## config.mk

```make
export PLATFORM = sky130hd
export DESIGN_NAME = crsf_rc_channel_deframer_top
export DESIGN_NICKNAME = d
export VERILOG_FILES = /design/src/rtl/crd_pkg.sv /design/src/rtl/crd_scaler.sv /design/src/rtl/crsf_rc_channel_deframer_top.sv
export SDC_FILE = /design/constraint.sdc
export NUM_CORES = 1
export LEC_CHECK = 0
export BUFFER_PORTS_ARGS = -buffer_cell sky130_fd_sc_hd__buf_2
export CORE_UTILIZATION = 32
export DETAILED_ROUTE_END_ITERATION = 8
export GPL_TIMING_DRIVEN = 0
export PLACE_DENSITY = 0.48
export SYNTH_ARGS = -nofsm -noshare
export SYNTH_HDL_FRONTEND = slang
export SYNTH_SLANG_ARGS = --single-unit
```

## constraint.sdc

```tcl
create_clock -name clk_i -period 19.3 [get_ports clk_i]
set_input_delay 4.825 -clock clk_i [delete_from_list [all_inputs] [get_ports clk_i]]
set_output_delay 4.825 -clock clk_i [all_outputs]
set_load 0.005 [all_outputs]
```

## src/rtl/crd_pkg.sv

```systemverilog
`timescale 1ns / 1ps
`default_nettype none

package crd_pkg;

  // Frame layout and arithmetic constants
  localparam int unsigned PayloadKeep = 22;
  localparam int unsigned StoreIdxW   = 5;
  localparam int unsigned MinLength   = 24;
  localparam logic [7:0]  CrcPoly     = 8'hD5;
  localparam int unsigned RawW        = 11;
  localparam int unsigned ChanW       = 4;
  localparam int unsigned PercentW    = 16;
  localparam int unsigned ScaleW      = 16;
  localparam int unsigned BitBufW     = 18;
  localparam int unsigned BitCntW     = 5;

  // Configuration register indexes
  localparam int unsigned CfgAddrW = 2;
  localparam int unsigned CfgDataW = 16;
  localparam logic [CfgAddrW-1:0] CfgSyncValue   = 2'd0;
  localparam logic [CfgAddrW-1:0] CfgFrameType   = 2'd1;
  localparam logic [CfgAddrW-1:0] CfgPulseMin    = 2'd2;
  localparam logic [CfgAddrW-1:0] CfgPercentScal = 2'd3;

  typedef enum logic [2:0] {
    ST_IDLE,
    ST_CRC,
    ST_UNPACK,
    ST_MUL,
    ST_EMIT
  } state_e;

endpackage

`default_nettype wire

```

## src/rtl/crd_scaler.sv

```systemverilog
`timescale 1ns / 1ps
`default_nettype none

module crd_scaler
  import crd_pkg::*;
(
  input  wire logic                       clk_i,
  input  wire logic                       en_i,
  input  wire logic [RawW-1:0]            raw_i,
  input  wire logic [RawW-1:0]            pulse_min_i,
  input  wire logic [ScaleW-1:0]          scale_i,
  output      logic signed [PercentW-1:0] percent_o
);

  localparam int unsigned DiffW = RawW + 1;
  localparam int unsigned ProdW = DiffW + ScaleW + 1;
  localparam int unsigned QW    = ProdW - 8;

  logic signed [DiffW-1:0]    diff;
  logic signed [ScaleW:0]     gain;
  logic signed [ProdW-1:0]    prod_d, prod_q;
  logic signed [QW-1:0]       quot;

  // Offset and gain, one product registered per channel
  assign diff   = $signed({1'b0, raw_i}) - $signed({1'b0, pulse_min_i});
  assign gain   = $signed({1'b0, scale_i});
  assign prod_d = ProdW'(diff) * ProdW'(gain);

  always_ff @(posedge clk_i) begin
    if (en_i) begin
      prod_q <= prod_d;
    end
  end

  // Floor divide by 256, then clamp to the Q8.8 range
  assign quot = QW'(prod_q >>> 8);

  always_comb begin
    if (quot > QW'(32767)) begin
      percent_o = 16'sh7FFF;
    end else if (quot < -QW'(32768)) begin
      percent_o = 16'sh8000;
    end else begin
      percent_o = quot[PercentW-1:0];
    end
  end

endmodule

`default_nettype wire

```

## src/rtl/crsf_rc_channel_deframer_top.sv

```systemverilog
`timescale 1ns / 1ps
`default_nettype none

// Receives serial bytes of CRSF-style RC channels frames, one item per byte, with tuser
// flagging the first byte after a line-idle gap. Bytes covered by the CRC keep the
// input stalled while a single shift-and-xor unit runs the CRC-8 (poly 0xD5) one bit
// a cycle. On a matching CRC byte the stored payload is unpacked into CHANNEL_COUNT
// 11-bit channels. Each channel takes one or two byte loads into a bit buffer, one
// extract, one registered multiply and one output write. A good frame holds the input
// until the final channel is loaded into the output register, which waits while
// results are stalled. Each result carries the channel index, the raw value and a
// saturated Q8.8 percent floor((raw - pulse_minimum) * percent_scale / 256); tlast
// marks the final channel. Frames with a bad sync, length, type or CRC give no result.

module crsf_rc_channel_deframer_top
  import crd_pkg::*;
#(
  parameter int unsigned MAX_FRAME_BYTES = 64,
  parameter int unsigned CHANNEL_COUNT   = 16
) (
  input  wire logic                clk_i,
  input  wire logic                rst_ni,
  // Input bytes
  input  wire logic                s_axis_tvalid_i,
  output      logic                s_axis_tready_o,
  input  wire logic [7:0]          s_axis_tdata_i,  // [7:0] rx_byte
  input  wire logic                s_axis_tuser_i,  // [0] frame_start
  // Channel results
  output      logic                m_axis_tvalid_o,
  input  wire logic                m_axis_tready_i,
  // [3:0] channel_index, [14:4] raw_value, [30:15] scaled_percent, [31] zero
  output      logic [31:0]         m_axis_tdata_o,
  output      logic                m_axis_tlast_o,  // last_channel
  // Configuration writes
  input  wire logic                cfg_valid_i,
  output      logic                cfg_ready_o,
  input  wire logic [CfgAddrW-1:0] cfg_addr_i,
  input  wire logic [CfgDataW-1:0] cfg_data_i
);

  localparam int unsigned PosW = $clog2(MAX_FRAME_BYTES);

  // Configuration registers
  logic [7:0]        sync_value_q;
  logic [7:0]        frame_type_q;
  logic [RawW-1:0]   pulse_min_q;
  logic [ScaleW-1:0] percent_scale_q;

  // Parser and sequencer state
  state_e            state_q, state_d;
  logic [PosW-1:0]   pos_q, pos_d;
  logic [7:0]        len_q, len_d;
  logic [7:0]        crc_q, crc_d;
  logic              alive_q, alive_d;
  logic [2:0]        crc_cnt_q, crc_cnt_d;
  logic [BitBufW-1:0] buf_q, buf_d;
  logic [BitCntW-1:0] bits_q, bits_d;
  logic [StoreIdxW-1:0] idx_q, idx_d;
  logic [ChanW-1:0]  ch_q, ch_d;
  logic [RawW-1:0]   raw_q, raw_d;

  // Output register
  logic              out_valid_q, out_valid_d;
  logic [ChanW-1:0]  out_ch_q;
  logic [RawW-1:0]   out_raw_q;
  logic [PercentW-1:0] out_pct_q;
  logic              out_last_q;
  logic              out_load;

  logic [7:0]        payload_q [PayloadKeep];
  logic              store_we;
  logic [PosW-1:0]   store_off;
  logic [7:0]        fetch_byte_q;
  logic              in_acc;
  logic              last_ch;
  logic signed [PercentW-1:0] percent;

  assign cfg_ready_o     = 1'b1;
  assign s_axis_tready_o = (state_q == ST_IDLE);
  assign in_acc          = s_axis_tvalid_i && s_axis_tready_o;
  assign store_off       = pos_q - PosW'(3);
  assign last_ch         = (ch_q == ChanW'(CHANNEL_COUNT - 1));

  // Write configuration registers
  always_ff @(posedge clk_i or negedge rst_ni) begin
    if (!rst_ni) begin
      sync_value_q    <= 8'd200;
      frame_type_q    <= 8'd22;
      pulse_min_q     <= 11'd172;
      percent_scale_q <= 16'd3999;
    end else if (cfg_valid_i && cfg_ready_o) begin
      case (cfg_addr_i)
        CfgSyncValue:   sync_value_q    <= cfg_data_i[7:0];
        CfgFrameType:   frame_type_q    <= cfg_data_i[7:0];
        CfgPulseMin:    pulse_min_q     <= cfg_data_i[RawW-1:0];
        CfgPercentScal: percent_scale_q <= cfg_data_i;
        default: ;
      endcase
    end
  end

  // Sequencer: byte parsing, bit-serial CRC, channel unpacking
  always_comb begin
    state_d     = state_q;
    pos_d       = pos_q;
    len_d       = len_q;
    crc_d       = crc_q;
    alive_d     = alive_q;
    crc_cnt_d   = crc_cnt_q;
    buf_d       = buf_q;
    bits_d      = bits_q;
    idx_d       = idx_q;
    ch_d        = ch_q;
    raw_d       = raw_q;
    store_we    = 1'b0;
    out_load    = 1'b0;
    out_valid_d = out_valid_q && !m_axis_tready_i;

    case (state_q)
      ST_IDLE: begin
        if (in_acc) begin
          if (s_axis_tuser_i) begin
            // Restart on a flagged byte
            crc_d   = 8'd0;
            len_d   = 8'd0;
            alive_d = (s_axis_tdata_i == sync_value_q);
            pos_d   = (s_axis_tdata_i == sync_value_q) ? PosW'(1) : '0;
          end else if (alive_q) begin
            if (pos_q != '1) begin
              pos_d = pos_q + PosW'(1);
            end
            if (pos_q == PosW'(1)) begin
              len_d = s_axis_tdata_i;
              if (s_axis_tdata_i < 8'(MinLength) ||
                  ({1'b0, s_axis_tdata_i} + 9'd2) > 9'(MAX_FRAME_BYTES)) begin
                alive_d = 1'b0;
              end
            end else if (pos_q == PosW'(2)) begin
              if (s_axis_tdata_i != frame_type_q) begin
                alive_d = 1'b0;
              end else begin
                crc_d     = crc_q ^ s_axis_tdata_i;
                crc_cnt_d = '0;
                state_d   = ST_CRC;
              end
            end else if (8'(pos_q) <= len_q) begin
              store_we  = (store_off < PosW'(PayloadKeep));
              crc_d     = crc_q ^ s_axis_tdata_i;
              crc_cnt_d = '0;
              state_d   = ST_CRC;
            end else begin
              // CRC byte closes the frame
              alive_d = 1'b0;
              pos_d   = '0;
              if (s_axis_tdata_i == crc_q) begin
                buf_d   = '0;
                bits_d  = '0;
                idx_d   = '0;
                ch_d    = '0;
                state_d = ST_UNPACK;
              end
            end
          end
        end
      end

      ST_CRC: begin
        // Shift one bit per cycle through the polynomial
        crc_d     = crc_q[7] ? ({crc_q[6:0], 1'b0} ^ CrcPoly) : {crc_q[6:0], 1'b0};
        crc_cnt_d = crc_cnt_q + 3'd1;
        if (crc_cnt_q == 3'd7) begin
          state_d = ST_IDLE;
        end
      end

      ST_UNPACK: begin
        if (bits_q < BitCntW'(RawW)) begin
          buf_d  = buf_q | (BitBufW'(fetch_byte_q) << bits_q);
          bits_d = bits_q + BitCntW'(8);
          idx_d  = idx_q + StoreIdxW'(1);
        end else begin
          raw_d   = buf_q[RawW-1:0];
          buf_d   = buf_q >> RawW;
          bits_d  = bits_q - BitCntW'(RawW);
          state_d = ST_MUL;
        end
      end

      ST_MUL: begin
        state_d = ST_EMIT;
      end

      ST_EMIT: begin
        // Hold until the output register is free
        if (!out_valid_q || m_axis_tready_i) begin
          out_load    = 1'b1;
          out_valid_d = 1'b1;
          ch_d        = ch_q + ChanW'(1);
          state_d     = last_ch ? ST_IDLE : ST_UNPACK;
        end
      end

      default: begin
        state_d = ST_IDLE;
      end
    endcase
  end

  always_ff @(posedge clk_i or negedge rst_ni) begin
    if (!rst_ni) begin
      state_q     <= ST_IDLE;
      pos_q       <= '0;
      len_q       <= '0;
      crc_q       <= '0;
      alive_q     <= 1'b0;
      crc_cnt_q   <= '0;
      bits_q      <= '0;
      idx_q       <= '0;
      ch_q        <= '0;
      out_valid_q <= 1'b0;
    end else begin
      state_q     <= state_d;
      pos_q       <= pos_d;
      len_q       <= len_d;
      crc_q       <= crc_d;
      alive_q     <= alive_d;
      crc_cnt_q   <= crc_cnt_d;
      bits_q      <= bits_d;
      idx_q       <= idx_d;
      ch_q        <= ch_d;
      out_valid_q <= out_valid_d;
    end
  end

  // Payload store, registered fetch at the next unpack index, result registers
  always_ff @(posedge clk_i) begin
    buf_q <= buf_d;
    raw_q <= raw_d;
    if (store_we) begin
      payload_q[store_off[StoreIdxW-1:0]] <= s_axis_tdata_i;
    end
    if (idx_d < StoreIdxW'(PayloadKeep)) begin
      fetch_byte_q <= payload_q[idx_d];
    end else begin
      fetch_byte_q <= 8'd0;
    end
    if (out_load) begin
      out_ch_q   <= ch_q;
      out_raw_q  <= raw_q;
      out_pct_q  <= percent;
      out_last_q <= last_ch;
    end
  end

  crd_scaler u_scaler (
    .clk_i       (clk_i),
    .en_i        (state_q == ST_MUL),
    .raw_i       (raw_q),
    .pulse_min_i (pulse_min_q),
    .scale_i     (percent_scale_q),
    .percent_o   (percent)
  );

  assign m_axis_tvalid_o = out_valid_q;
  assign m_axis_tdata_o  = {1'b0, out_pct_q, out_raw_q, out_ch_q};
  assign m_axis_tlast_o  = out_last_q;

endmodule

`default_nettype wire

```

After elaboration in Yosys (flattened, before gate mapping)
Memories as Yosys holds them, arrays and structs flattened. A register that Yosys moved wholly into a read port is not among the register bits.
Cells that the tools add are included.
{"block": "op_classes", "multipliers": 1, "mux": 97, "reduce_logical": 27, "n_bitwise": 4, "n_addsub": 9, "n_shift": 1, "order_cmp": 8, "div": 0, "n_eq_ne": 32}
{"cell": "2-to-1 mux 18 bit", "count": 8}
{"cell": "2-to-1 mux 8 bit", "count": 11}
{"cell": "2-to-1 mux 5 bit", "count": 16}
{"cell": "2-to-1 mux 3 bit", "count": 18}
{"cell": "2-to-1 mux 6 bit", "count": 6}
{"cell": "case mux 18 bit (2 select lines)", "count": 1}
{"cell": "2-to-1 mux 4 bit", "count": 8}
{"cell": "multiplier 12 x 17 -> 29 bit", "count": 1}
{"cell": "greater-than comparator 21 x 16 -> 1 bit (second input constant)", "count": 1}
{"cell": "< comparator 21 x 16 -> 1 bit (second input constant)", "count": 1}
{"cell": "2-to-1 mux 1 bit", "count": 21}
{"cell": "case mux 5 bit (2 select lines)", "count": 2}
{"cell": "bitwise OR 18 bit", "count": 1}
{"cell": "AND reduction 9 bit", "count": 2}
{"cell": "left shift 8 x 5 -> 18 bit", "count": 1}
{"cell": "equality test 8 bit", "count": 2}
{"cell": "2-to-1 mux 16 bit", "count": 1}
{"cell": "case mux 8 bit (2 select lines)", "count": 1}
{"cell": "case mux 3 bit (5 select lines)", "count": 1}
{"cell": "!= test 2 bit (second input constant)", "count": 7}
{"cell": "AND reduction 2 bit", "count": 6}
{"cell": "subtractor 11 x 11 -> 12 bit", "count": 1}
{"cell": "nonzero test 2 bit", "count": 5}
{"cell": "adder 8 x 2 -> 9 bit (second input constant)", "count": 1}
{"cell": "44 further kinds", "count": 56}
{"block": "totals", "inputBits": 32, "mem_count": 1, "reg_bits": 177, "word_cells": 201, "out_inout_bits": 36, "rom_bits": 0, "latchBits": 0, "ramBits": 176}
{"name": "payload_q", "depth": 22, "width": 8, "read_ports": 1, "rd_clocked_by_memory_dff": 1, "write_ports": 1, "line_no": "crsf_rc_channel_deframer_top.sv:70", "source": "logic [7:0] payload_q [PayloadKeep];"}

Longest topological paths before layout
{"block": "depth", "ltp_word": 11, "ltp_mapped": 32}

By module
From an unflattened synthesis, not the netlist that was laid out.
{"block": "unflattened", "cells_unflattened": 2015, "area_unflattened_um2": 22017.4}
{"module": "crsf_rc_channel_deframer_top", "cells_per_inst": 1160, "instances": 1, "seq_area_each_um2": 9479.1, "area_per_inst_um2": 14422.6}
{"module": "crd_scaler", "cells_per_inst": 855, "instances": 1, "seq_area_each_um2": 630.6, "area_per_inst_um2": 7594.8}

Worst setup path after synthesis
No wires, ideal clock.
{"block": "synth_timing", "path_kind": "input to register", "startpoint": "input s_axis_tdata_i[4]", "endpoint": "register fetch_byte_q[2], read port of payload_q", "required_ns": 19.173, "setup_slack_ns": 11.149, "cell_stages": 11, "arrival_time_ns": 8.024, "cell_sequence": "buf_4 > xor2_2 > nor4_2 > nand2_2 > o31ai_2 > a31o_4 > buf_12 > mux4_2 > nor2_1 > a211oi_1 > or3_1"}
{"block": "synth_between", "elab_chain_len": 11}
{"element": "start: declaration", "line_no": "crsf_rc_channel_deframer_top.sv:26", "source": "input wire logic [7:0] s_axis_tdata_i,"}
{"element": "equality test 8 bit (*)", "line_no": "crsf_rc_channel_deframer_top.sv:155", "source": "if (s_axis_tdata_i == crc_q) begin"}
{"element": "2-to-1 mux 5 bit (*)", "line_no": "crsf_rc_channel_deframer_top.sv:155"}
{"element": "2-to-1 mux 5 bit (*)", "line_no": "crsf_rc_channel_deframer_top.sv:146", "source": "end else if (8'(pos_q) <= len_q) begin"}
{"element": "2-to-1 mux 5 bit (*)", "line_no": "crsf_rc_channel_deframer_top.sv:138", "source": "end else if (pos_q == PosW'(2)) begin"}
{"element": "2-to-1 mux 5 bit (*)", "line_no": "crsf_rc_channel_deframer_top.sv:132", "source": "if (pos_q == PosW'(1)) begin"}
{"element": "2-to-1 mux 5 bit (*)", "line_no": "crsf_rc_channel_deframer_top.sv:128", "source": "end else if (alive_q) begin"}
{"element": "2-to-1 mux 5 bit (*)", "line_no": "crsf_rc_channel_deframer_top.sv:122", "source": "if (s_axis_tuser_i) begin"}
{"element": "2-to-1 mux 5 bit (*)", "line_no": "crsf_rc_channel_deframer_top.sv:121", "source": "if (in_acc) begin"}
{"element": "case mux 5 bit (2 select lines) (*)", "line_no": "crsf_rc_channel_deframer_top.sv:119", "source": "case (state_q)"}
{"element": "< comparator 5 bit", "line_no": "crsf_rc_channel_deframer_top.sv:242", "source": "if (idx_d < StoreIdxW'(PayloadKeep)) begin"}
{"element": "logical NOT 1 bit (no source line)"}
{"element": "end: declaration", "line_no": "crsf_rc_channel_deframer_top.sv:73", "source": "logic [7:0] fetch_byte_q;"}
Mark *: on every way between the ends. The rest lies on a longest branch, timed or not.
A chain may end at the register's enable or synchronous reset.

Worst setup path in the final report
{"block": "layout_timing", "startpoint": "register raw_q[0]", "endpoint": "register u_scaler.prod_q[28], data pin"}
{"block": "layout_between", "elab_chain_len": 2}
{"element": "start: declaration", "line_no": "crsf_rc_channel_deframer_top.sv:60", "source": "logic [RawW-1:0] raw_q, raw_d;"}
{"element": "start signal: assignment", "line_no": "crsf_rc_channel_deframer_top.sv:238", "source": "raw_q <= raw_d;"}
{"element": "subtractor 11 x 11 -> 12 bit", "line_no": "crd_scaler.sv:25", "source": "assign diff = $signed({1'b0, raw_i}) - $signed({1'b0, pulse_min_i});"}
{"element": "multiplier 12 x 17 -> 29 bit", "line_no": "crd_scaler.sv:27", "source": "assign prod_d = ProdW'(diff) * ProdW'(gain);"}
{"element": "via u_scaler.prod_d[28]", "line_no": "crd_scaler.sv:21", "source": "logic signed [ProdW-1:0] prod_d, prod_q;"}
{"element": "end signal: assignment", "line_no": "crd_scaler.sv:31", "source": "prod_q <= prod_d;"}
{"element": "end: declaration", "line_no": "crd_scaler.sv:21"}
The timed path passes the listed nets, and every way through them passes these cells.

==> flow_metrics.py <==
metrics = {
    "status": {
        "status": "complete, no violations",
    },
    "clock_tree": {
        "hold_buffers": 0,
        "cts.sinks": 353,
        "cts_made_buffers": 42,
        "htreeDepth": 2,
        "cts.repair.resized": 0,
        "clockRootBuffer": "clkbuf_16",
        "cts_tree": "done",
        "clk_latency_ns": 0.59,
        "clk_pin_slew_ns": 0.06,
        "cts_buffer_depth": 3,
        "cts_post_setup_buffers_inserted": 0,
    },
    "synthesis": {
        "ys_types": 83,
        "ys_ff_latch": 353,
        "ys_warn_count": 0,
        "ys_top_cells_by_count": "258 x edfxtp_1, 244 x nand2_1, 218 x inv_1",
        "synth-edff-count": 258,
        "synthesis.area_per_instance_um2": 11.3,
        "syn_area_mm2": 0.0221,
        "async_reset_ff_frac": 0.246,
        "synthesis.nets": 2244,
        "synth_ff_type": "edfxtp_1",
        "synth.most_common_cell": "edfxtp_1",
        "ys_seq_area_frac": 0.458,
        "synthTopCellsByArea": "edfxtp_1 35%, fa_1 13%, dfrtp_1 7.6%, ha_1 6.2%, nand2_1 4.1%",
        "netlist.area_leader.share": 0.351,
        "synthCells": 1962,
        "synth_top_area_cell": "edfxtp_1",
    },
    "die": {
        "initial_core_util": 0.326,
        "ios": 68,
        "die_w_um": 265,
        "die_y_um": 265,
        "fp-row-count": 95,
        "core_area_mm2": 0.0678,
        "dieArea_mm2": 0.0700,
    },
    "sta": {
        "slew-limit-headroom": 0.259,
        "setup-violations-final": 0,
        "drv_slew": 0,
        "fin_tns_setup_ns": 0,
        "rsz0062_at_grt": "no",
        "fin_skew_ns": 0.0478,
        "hold_violations": 0,
        "tightest_slew_ns": 1.11,
        "period_minus_slack_ns": 8.80,
        "min_period_over_period": 0.456,
        "max_freq_mhz": 114,
    },
    "detailed_routing": {
        "wl_per_cell_um": 19.4,
        "ant_nets": 0,
        "vias": 15000,
        "drtIter0Drc": 1260,
        "vias_per_cell": 5.04,
        "drc_errors": 0,
        "routed_wl_um": 57800,
        "firstDrtPassIters": 5,
    },
    "critical_path": {
        "critPathMaxFanout": 10,
        "slowest_delay_ns": 0.56,
        "crit_type": "flip-flop to flip-flop",
        "worstPathRequired_ns": 19.60,
        "worstSetupEndpointType": "flip-flop",
        "critPathSlowestCell": "fa_1",
        "start_kind": "flip-flop",
        "worstPathArrival_ns": 9.10,
    },
    "job": {
        "max_cap_violations": 0,
    },
    "place": {
        "io_buffer_count": 65,
        "dp_hpwl_um": 43500,
        "gp_congestion": 0.832,
    },
    "cells_and_area": {
        "n_fill_cell": 6707,
        "nets": 2357,
        "drive_gt1_frac": 0.132,
        "area_delta_synth_final_pct": 13.0,
    },
    "grt": {
        "grt_pass1_wl_um": 91400,
        "grt_overflow": 0,
        "grt_pass1_vias": 15300,
        "grt_max_degree": 55,
        "antenna_found_initial": 3,
        "track_usage": 0.169,
    },
    "hold_path": {
        "hold_class": "flip-flop to flip-flop",
    },
}
[path summary, 6_finish.rpt]
| kind | from | to | slack (ns) | depth (start not counted) |
|---|---|---|---|---|
| min in group asynchronous | rst_ni | percent_scale_q[6] | 4.24 | 1 |
| worst max register to register | raw_q[0] | u_scaler.prod_q[28] | 10.50 | 32 |
| max in group asynchronous | rst_ni | pulse_min_q[3] | 14.34 | 2 |
| worst max-delay path | raw_q[0] | u_scaler.prod_q[28] | 10.50 | 32 |
| worst min-delay path | buf_q[9] | raw_q[9] | 0.46 | 0 |
| worst min register to register | buf_q[9] | raw_q[9] | 0.46 | 0 |
[through the flow]
| stage | cells | hold slack [ns] | util | worst slack (ns) | cell area, um^2 |
|---|---|---|---|---|---|
| floorplan | 1962 | 0.426 | - | 11.15 | 22100 |
| global placement | 2900 | 0.446 | 0.347 | 9.38 | 23500 |
| detailed placement | 2904 | 0.446 | 0.348 | 10.44 | 23600 |
| CTS | 2981 | 0.462 | 0.368 | 10.46 | 24900 |
| global route | 2981 | 0.476 | 0.368 | 9.95 | 24900 |
| finish | 2983 | 0.462 | 0.368 | 10.50 | 24900 |
[flip-flops by register name, summed over array words and instances, names as in the netlist, 11 cells and up]
| register | cells |
|---|---|
| percent_scale_q | 16 |
| payload_q | 176 |
| u_scaler.prod_q | 21 |
| pulse_min_q | 11 |
| raw_q | 11 |
| buf_q | 18 |
| out_pct_q | 16 |
| out_raw_q | 11 |
[cells by family (layout without fill, tap and decap cells)]
group,after synthesis,count (layout),share of synthesized area
fa+ha+maj,250,250,0.189
xor+xnor,58,58,0.0234
compound gates,326,326,0.0979
simple gates,571,571,0.125
other cells,2,4,0.000340
mux,77,77,0.0446
buf+inv,325,471,0.0613
flops,353,353,0.458
[layout by cell type, fill, tap and decap left out, drive strengths merged, types with 7 or more instances in the layout]
master,count
a32oi,18
ha,110
nand2b,30
a21oi,91
nand4,22
nand3b,16
nor2,110
clkinv,11
a21o,31
inv,223
edfxtp,258
nand2,245
mux2i,14
dfxtp,8
buf,107
nor3,17
nand3,26
xnor2,22
a221oi,15
dfrtp,67
dfstp,20
o22ai,8
a22o,14
or2,10
and2,49
or3,7
mux2,51
a31oi,11
a22oi,15
a211oi,8
o21ai,70
xor2,36
fa,140
mux4,12
nor4,10
clkbuf,126
[cell type report]
cell class,count,area (um^2),area share
multi-input combinational,1284,10600,0.426
tap,873,1090,0.0438
sequential,353,10100,0.405
clock inverter,18,196,0.00787
buffer,105,524,0.0210
clock buffer,59,1130,0.0455
antenna,2,5.00,0.000201
timing repair buffer,69,418,0.0168
inverter,220,828,0.0332
[layer usage]
metal	vias to the layer above	global-route usage	part of all wire	routed length, um
li1	7006	-	-	-
met3	74	0.0279	0.054	3120
met2	390	0.264	0.45	26000
met4	0	0.0444	0.023	1360
met1	7569	0.242	0.47	27200
met5	-	0	0	0
[critical path: cells and delay by family (launching register included)]
| family | cells | cell delay [ns] |
|---|---|---|
| AOI/OAI and AO/OA | 12 | 2.59 |
| adders and majority gates | 8 | 3.37 |
| xor gates and xnor gates | 2 | 0.60 |
| buffers and inverters | 7 | 0.95 |
| and+or+nand+nor | 3 | 0.58 |
| DFF | 1 | 0.41 |
Power is not shown: default switching activity piles up to over one toggle a cycle in this logic, so the estimate is an artifact.
